<file path="config.mk">
export PLATFORM = sky130hd
export DESIGN_NAME = hvt_queue
export DESIGN_NICKNAME = d
export VERILOG_FILES = /design/src/rtl/core/hvt_queue.sv
export SDC_FILE = /design/constraint.sdc
export NUM_CORES = 1
export LEC_CHECK = 0
export ABC_AREA = 1
export BUFFER_PORTS_ARGS = -buffer_cell sky130_fd_sc_hd__buf_2
export CAP_MARGIN = 40
export CORE_MARGIN = 2
export CORE_UTILIZATION = 40
export CTS_BUF_LIST = sky130_fd_sc_hd__clkbuf_16
export CTS_CLUSTER_DIAMETER = 200
export CTS_CLUSTER_SIZE = 24
export DETAILED_ROUTE_END_ITERATION = 10
export GPL_ROUTABILITY_DRIVEN = 0
export PLACE_DENSITY = 0.74
export SLEW_MARGIN = 20
export SYNTH_ARGS = -nofsm -noshare
export SYNTH_HDL_FRONTEND = slang
export SYNTH_SLANG_ARGS = --single-unit
</file>
<file path="constraint.sdc">
create_clock -name clk -period 3.3 [get_ports clk]
set_input_delay 0.165 -clock clk [delete_from_list [all_inputs] [get_ports clk]]
set_output_delay 0.165 -clock clk [all_outputs]
set_load 0.005 [all_outputs]
</file>
<file path="src/rtl/core/hvt_queue.sv">
// two-entry queue between front and back end
module hvt_queue #(
	parameter int unsigned W = 8
) (
	input  logic         clk,
	input  logic         arst_n,
	input  logic         push_valid,
	output logic         push_ready,
	input  logic [W-1:0] push_data,
	output logic         pop_valid,
	input  logic         pop_ready,
	output logic [W-1:0] pop_data
);

	logic [W-1:0] mem_q [2];
	logic         wr_ptr_q, rd_ptr_q;
	logic [1:0]   cnt_q;
	logic         push, pop;

	assign push_ready = (cnt_q != 2'd2);
	assign pop_valid  = (cnt_q != 2'd0);
	assign pop_data   = mem_q[rd_ptr_q];
	assign push       = push_valid && push_ready;
	assign pop        = pop_valid && pop_ready;

	always_ff @(posedge clk or negedge arst_n) begin
		if (!arst_n) begin
			wr_ptr_q <= 1'b0;
			rd_ptr_q <= 1'b0;
			cnt_q    <= 2'd0;
		end else begin
			if (push) wr_ptr_q <= !wr_ptr_q;
			if (pop) rd_ptr_q <= !rd_ptr_q;
			if (push && !pop) cnt_q <= cnt_q + 2'd1;
			else if (pop && !push) cnt_q <= cnt_q - 2'd1;
		end
	end

	always_ff @(posedge clk) begin
		if (push) mem_q[wr_ptr_q] <= push_data;
	end

endmodule

</file>
==> run_results.csv, run 1 <==
group,metric,value,unit
run,drv_cap,0,
outcome,status,"finished clean",
timing,setup_tns,0,ns
detailed_routing,firstDrtPassIters,4,
clock_network,ctsHoldBuffers,1,
detailed_routing,final_antenna_net_count,0,
critical_path,required,3.18,ns
timing,hold_viol_final,0,
clock_network,postCtsSetupRepairBufs,0,
floorplan,die_h,49.5,µm
finish,multiInputGateArea,209,µm²
power_and_ir_drop,leakage,0.498,nW
synthesis,synth_top_cell_by_area,"edfxtp_1",
synthesis,ys_seq_area_share,70.2,%
synthesis,async_flop_share,20.0,%
clock_network,cts_buffers,3,
timing,drv_slew,0,
power_and_ir_drop,p_per_area,953,nW/µm²
clock_network,clock_latency,0.25,ns
finish,drive_above_1_share,34.7,%
synthesis,synth_area_leaders,"edfxtp_1 58%, nand2_1 14%, dfrtp_1 12%, nand2_4 2.7%, xor2_2 2.0%",
timing,rsz0062_at_grt,"false",
critical_path,crit_path_end_kind,"flop",
global_route,track_usage,13.7,%
global_route,gr-total-overflow,0,
timing,skew,0.00322,ns
floorplan,dieArea,2450,µm²
critical_path,worstSetupPathType,"reg2reg",
critical_path,crit_fanout,8,
finish,nNetsFinal,109,
synthesis,synth_top_area_share,58.1,%
floorplan,design.core.area,1960,µm²
critical_path,critPathLaunchType,"flop",
clock_network,cts_tree,"built",
finish,fillers,180,
synthesis,syn_nets,83,
synthesis,synthesis.area,827,µm²
synthesis,synth_cells,70,
floorplan,ios,22,
clock_network,clock-sinks,20,
global_route,grt_pass1_vias,561,
finish,antennaDiodeCount,0,
synthesis,synth_cell_types,14,
finish,seq_area,581,µm²
global_route,grt_pass1_wl,2.35,mm
detailed_routing,vias,538,
timing,worst_pin_slew,0.670,ns
synthesis,yosysWarnings,0,
global_route,grt_max_degree,13,
detailed_routing,drc,0,
floorplan,die_x,49.5,µm
clock_network,h-tree-depth,1,
synthesis,yosysMostFrequentCell,"nand2_1",
clock_network,clockBufferDepth,2,
synthesis,synth_top_cells_by_count,"30 x nand2_1, 16 x edfxtp_1, 4 x dfrtp_1, 4 x inv_1, 3 x inv_2",
synthesis,synth_ff_type,"edfxtp_1",
detailed_routing,drt-wirelength-per-cell,11.3,µm
synthesis,synth_edf_count,16,
clock_network,path_clk_slew,0.05,ns
place,io_buffer_count,21,
timing,relSlewSlack,55.1,%
synthesis,syn_avg_cell_area,11.8,µm²
floorplan,initial_core_util,42.2,%
detailed_routing,via_per_inst,4.41,
place,dp_hpwl,953,µm
timing,fmax,0.671,GHz
clock_network,root_buffer,"clkbuf_16",
synthesis,synth-seq-cells,20,
floorplan,rows,16,
global_route,antenna_found_initial,0,
timing,finalCriticalPeriod,1.49,ns
power_and_ir_drop,ir_drop,0.715,mV
detailed_routing,postRouteWirelength,1.38,mm
clock_network,cts_resized,0,
timing,setup_viol,0,
finish,fin_util,54.5,%
finish,area_delta_synth_final,29.3,%
detailed_routing,first_iter_violations,5,
critical_path,crit_arrival,1.37,ns
worst_hold_path,hold_class,"in2reg",
timing,period_share,45.2,%
flip-flops by register name, summed over array words and instances (netlist names):
name and flops:
cnt_q 2, mem_q 16, wr_ptr_q 1, rd_ptr_q 1
per-stage QoR:
| step | hold slack (ns) | setup WS [ns] | instance area [µm²] | total power (W) | cells |
|---|---|---|---|---|---|
| 5_1_grt | 0.0996 | 1.70 | 1070 | 0.00110 | 122 |
| 4_1_cts | 0.0982 | 1.78 | 1070 | 0.00103 | 122 |
| 2_1_floorplan | -0.131 | 1.99 | 827 | 0.000601 | 70 |
| 6_report | 0.101 | 1.81 | 1070 | 0.00102 | 122 |
| 3_5_place_dp | -0.0223 | 1.81 | 955 | 0.000702 | 117 |
| 3_3_place_gp | -0.0223 | 1.85 | 955 | 0.000688 | 117 |
cell families (layout without fill, tap and decap cells):
group / after synthesis / count (layout) / share of synthesized area, %
and+or+nand+nor: 39 / 39 / 20.7
DFF: 20 / 20 / 70.2
buffers and inverters: 8 / 33 / 4.54
xor gates and xnor gates: 2 / 2 / 3.03
adders and majority gates: 1 / 1 / 1.51
worst max-delay path: stages (launching register included):
cell     delay [ns]
dfrtp_1        0.40
inv_2          0.08
nand2_4        0.07
nand2_4        0.06
nor2_1         0.52
worst paths after layout:
| path | startpoint | end | slack, ns | cells past startpoint |
|---|---|---|---|---|
| worst max-delay path | cnt_q[0]$_DFFE_PN0P_ | mem_q[1][7]$_DFFE_PP_ | 1.81 | 4 |
| worst min-delay path | push_data[4] | mem_q[0][4]$_DFFE_PP_ | 0.10 | 1 |
| worst max register to register | cnt_q[0]$_DFFE_PN0P_ | mem_q[1][7]$_DFFE_PP_ | 1.81 | 4 |
| worst min register to register | cnt_q[0]$_DFFE_PN0P_ | cnt_q[0]$_DFFE_PN0P_ | 0.53 | 1 |
| max in group asynchronous | arst_n | wr_ptr_q$_DFFE_PN0P_ | 2.93 | 2 |
| min in group asynchronous | arst_n | cnt_q[0]$_DFFE_PN0P_ | 0.25 | 2 |
power by group:
group,leakage [nW],internal (W),switching (W)
Combinational,0.250,0.000120,0.000175
Sequential,0.196,0.000353,0.0000472
Clock,0.0511,0.000240,0.0000836
Total,0.498,0.000713,0.000306
cell type report:
| cell class | instances | area share (%) |
|---|---|---|
| flip-flops and latches | 20 | 54.3 |
| multi-input cells | 42 | 19.5 |
| repair buffers | 22 | 10.8 |
| clock buffers | 3 | 7.02 |
| well taps | 27 | 3.16 |
| clock inverters | 1 | 2.81 |
| inverters | 7 | 2.46 |
cell usage in the layout, fill, tap and decap left out, types with 2 or more instances in the layout:
cell / n
nand2_1: 30
inv_1: 4
inv_2: 3
nand2_2: 2
edfxtp_1: 16
clkbuf_16: 3
nand3_1: 2
nor2_1: 2
dfrtp_1: 4
buf_2: 21
nand2_4: 2
layer usage:
metal / track usage (%) / wire, µm / share of wire, % / vias to the layer above
li1: - / - / - / 274
met1: 13.5 / 574 / 41 / 247
met2: 24.5 / 714 / 52 / 13
met3: 3.64 / 54 / 3.9 / 4
met4: 9.72 / 42 / 3.0 / 0
met5: 0 / 0 / 0 / -
(Power assumes the default switching activity.)
==> run 2: changes to the inputs <==
- ABC_AREA: 1 -> 0
- PLACE_DENSITY: 0.74 -> 0.75
- clock period: 3.3 -> 1.6 ns (I/O delays scaled with it)
==> run 2 against run 1 <==
- clock power is 51% higher
- highest routed layer unchanged
- worst hold slack got worse by 0.078 ns
- first-iteration DRC count is 40% lower
- largest power group unchanged
- synthesized cell count fell by 39%
- sequential share of layout area up 2.4 points
==> run_results.csv, run 2 <==
group,metric,value,unit
outcome,status,"finished clean",
synthesis,syn_avg_cell_area,18.3,µm²
detailed_routing,m1WireLength,490,µm
critical_path,crit_arrival,1.60,ns
synthesis,syn_nets,56,
floorplan,rows,16,
timing,fin_hold_ws,0.0235,ns
synthesis,synth_area_leaders,"edfxtp_1 61%, dfrtp_1 13%, mux2_2 11%, xnor2_1 3.3%, xor2_1 2.2%",
synthesis,synth_top_area_share,61.0,%
timing,finalCriticalPeriod,1.43,ns
finish,final_common_cell,"buf_2",
floorplan,ios,22,
synthesis,synth_edf_count,16,
clock_network,clock_latency,0.24,ns
clock_network,h-tree-depth,1,
critical_path,reg2reg_depth,6,
worst_hold_path,holdPathEnd,"mem_q[0][4]$_DFFE_PP_",
timing,relSlewSlack,75.0,%
synthesis,synth_cell_types,14,
finish,nNetsFinal,84,
timing,worst_pin_slew,0.375,ns
global_route,grt_max_degree,12,
clock_network,clock-sinks,20,
synthesis,synth_top_cell_by_area,"edfxtp_1",
detailed_routing,final_antenna_net_count,0,
power_and_ir_drop,leakage,0.422,nW
synthesis,synth_top_cells_by_count,"16 x edfxtp_1, 8 x mux2_2, 4 x dfrtp_1",
finish,area_delta_synth_final,30.2,%
clock_network,path_clk_slew,0.05,ns
synthesis,synth_ff_type,"edfxtp_1",
global_route,antenna_found_initial,0,
synthesis,ys_seq_area_share,73.8,%
critical_path,r2r_start,"cnt_q[0]$_DFFE_PN0P_",
run,drv_cap,0,
timing,hold_viol_final,0,
detailed_routing,drc,0,
floorplan,dieArea,2340,µm²
clock_network,cts_tree,"built",
worst_hold_path,hold_depth,1,
place,io_buffer_count,21,
detailed_routing,postRouteWirelength,1.06,mm
finish,largest_reg_flops,16,
floorplan,die_h,48.4,µm
timing,fmax,0.700,GHz
floorplan,design.core.area,1900,µm²
global_route,grt_pass1_wl,1.74,mm
critical_path,critPathLaunchType,"flop",
place,dp_hpwl,796,µm
clock_network,cts_resized,0,
timing,period_share,89.3,%
clock_network,clockBufferDepth,2,
clock_network,root_buffer,"clkbuf_16",
synthesis,async_flop_share,20.0,%
global_route,grt_pass1_vias,400,
finish,reg.largest.list,"mem_q x16, cnt_q x2",
critical_path,required,1.77,ns
critical_path,crit_fanout,4,
place,placed_area,936,µm²
timing,skew,0.00185,ns
critical_path,r2r_slack,0.17,ns
floorplan,initial_core_util,41.4,%
finish,regMostFlops,"mem_q",
detailed_routing,dr_wl_met3,42,µm
timing,drv_slew,0,
worst_hold_path,hp-start,"push_data[4]",
clock_network,cts_buffers,3,
timing,setup_viol,0,
synthesis,synthesis.area,787,µm²
timing,rsz0062_at_grt,"false",
finish,design_area,1020,µm²
worst_hold_path,hold_class,"in2reg",
global_route,gr-total-overflow,0,
critical_path,reg2reg_to,"cnt_q[1]$_DFFE_PN0P_",
finish,final_cell_mix,"21 x buf_2, 16 x edfxtp_1, 8 x mux2_2",
power_and_ir_drop,p_per_area,1820,nW/µm²
finish,antennaDiodeCount,0,
floorplan,die_x,48.4,µm
detailed_routing,drt-wirelength-per-cell,10.9,µm
critical_path,worstSetupPathType,"reg2reg",
detailed_routing,first_iter_violations,3,
critical_path,crit_path_end_kind,"flop",
synthesis,yosysWarnings,0,
detailed_routing,highest_layer,"met4",
synthesis,yosysMostFrequentCell,"edfxtp_1",
finish,drive_above_1_share,52.9,%
detailed_routing,via_per_inst,4.38,
detailed_routing,routed-wl-met2,509,µm
detailed_routing,firstDrtPassIters,4,
global_route,track_usage,9.86,%
synthesis,synth-seq-cells,20,
detailed_routing,vias,425,
synthesis,synth_cells,43,
timing,setup_tns,0,ns
power_and_ir_drop,ir_drop,0.921,mV
==> run 2: metrics by stage <==
| stage | setup slack, ns | util (%) | cells | power, W |
|---|---|---|---|---|
| floorplan | 0.230 | - | 43 | 0.00120 |
| global placement | 0.201 | 49.2 | 92 | 0.00138 |
| detailed placement | 0.162 | 49.2 | 92 | 0.00140 |
| CTS | 0.160 | 53.9 | 97 | 0.00189 |
| global route | 0.0362 | 53.9 | 97 | 0.00197 |
| finish | 0.172 | 53.9 | 97 | 0.00187 |
==> run 2: area by class of cell <==
class	count	area [µm²]
Inverter	1	3.75
Tap cell	27	33.8
Timing Repair Buffer	24	130
Multi-Input combinational cell	21	198
Fill cell	169	877
Clock buffer	3	75.1
Clock inverter	1	3.75
Sequential cell	20	581
==> run 2: worst max-delay path, stage by stage, from the launching register on <==
cell      delay, ns
dfrtp_1        0.42
nand2b_4       0.16
nand2_1        0.12
inv_1          0.06
ha_1           0.32
nor2_1         0.13
xor2_1         0.14
==> run 2: worst max path at each step <==
stage / startpoint / endpoint / slack [ns]
global placement: cnt_q[0]$_DFFE_PN0P_ / cnt_q[1]$_DFFE_PN0P_ / 0.20
CTS: cnt_q[0]$_DFFE_PN0P_ / cnt_q[1]$_DFFE_PN0P_ / 0.16
floorplan: cnt_q[0]$_DFFE_PN0P_ / mem_q[0][0]$_DFFE_PP_ / 0.23
detailed placement: cnt_q[0]$_DFFE_PN0P_ / cnt_q[1]$_DFFE_PN0P_ / 0.16
global route: cnt_q[0]$_DFFE_PN0P_ / cnt_q[1]$_DFFE_PN0P_ / 0.04
finish: cnt_q[0]$_DFFE_PN0P_ / cnt_q[1]$_DFFE_PN0P_ / 0.17
==> run 2: per-layer routing <==
layer,track usage [%],vias up
met5,0,-
met4,5.71,0
met3,1.85,2
met2,16.2,11
met1,12.2,202
li1,-,210
==> run 2: timing repair <==
action | 4_1_cts | 5_1_grt
buffers inserted | 0 | 0
endpoints found under the hold margin | 4 | 0
hold buffers | 1 | 0
==> run 2: cell families (layout without fill, tap and decap cells) <==
kind of cell / Yosys count / in the layout / share of synthesized area, %
flip-flops: 20 / 20 / 73.8
multiplexers: 8 / 8 / 11.4
XOR/XNOR: 5 / 5 / 5.57
AND/OR/NAND/NOR: 7 / 7 / 6.52
adder cells (fa/ha/maj): 1 / 1 / 1.59
buffers and inverters: 2 / 29 / 1.11
==> run 2: power by group <==
group          switching (W)  internal (W)  total (W)  leakage (nW)
combinational       0.000217      0.000325   0.000542         0.188
sequential          0.000109      0.000730   0.000838         0.195
clock               0.000157      0.000331   0.000489        0.0385
total               0.000484       0.00139    0.00187         0.422
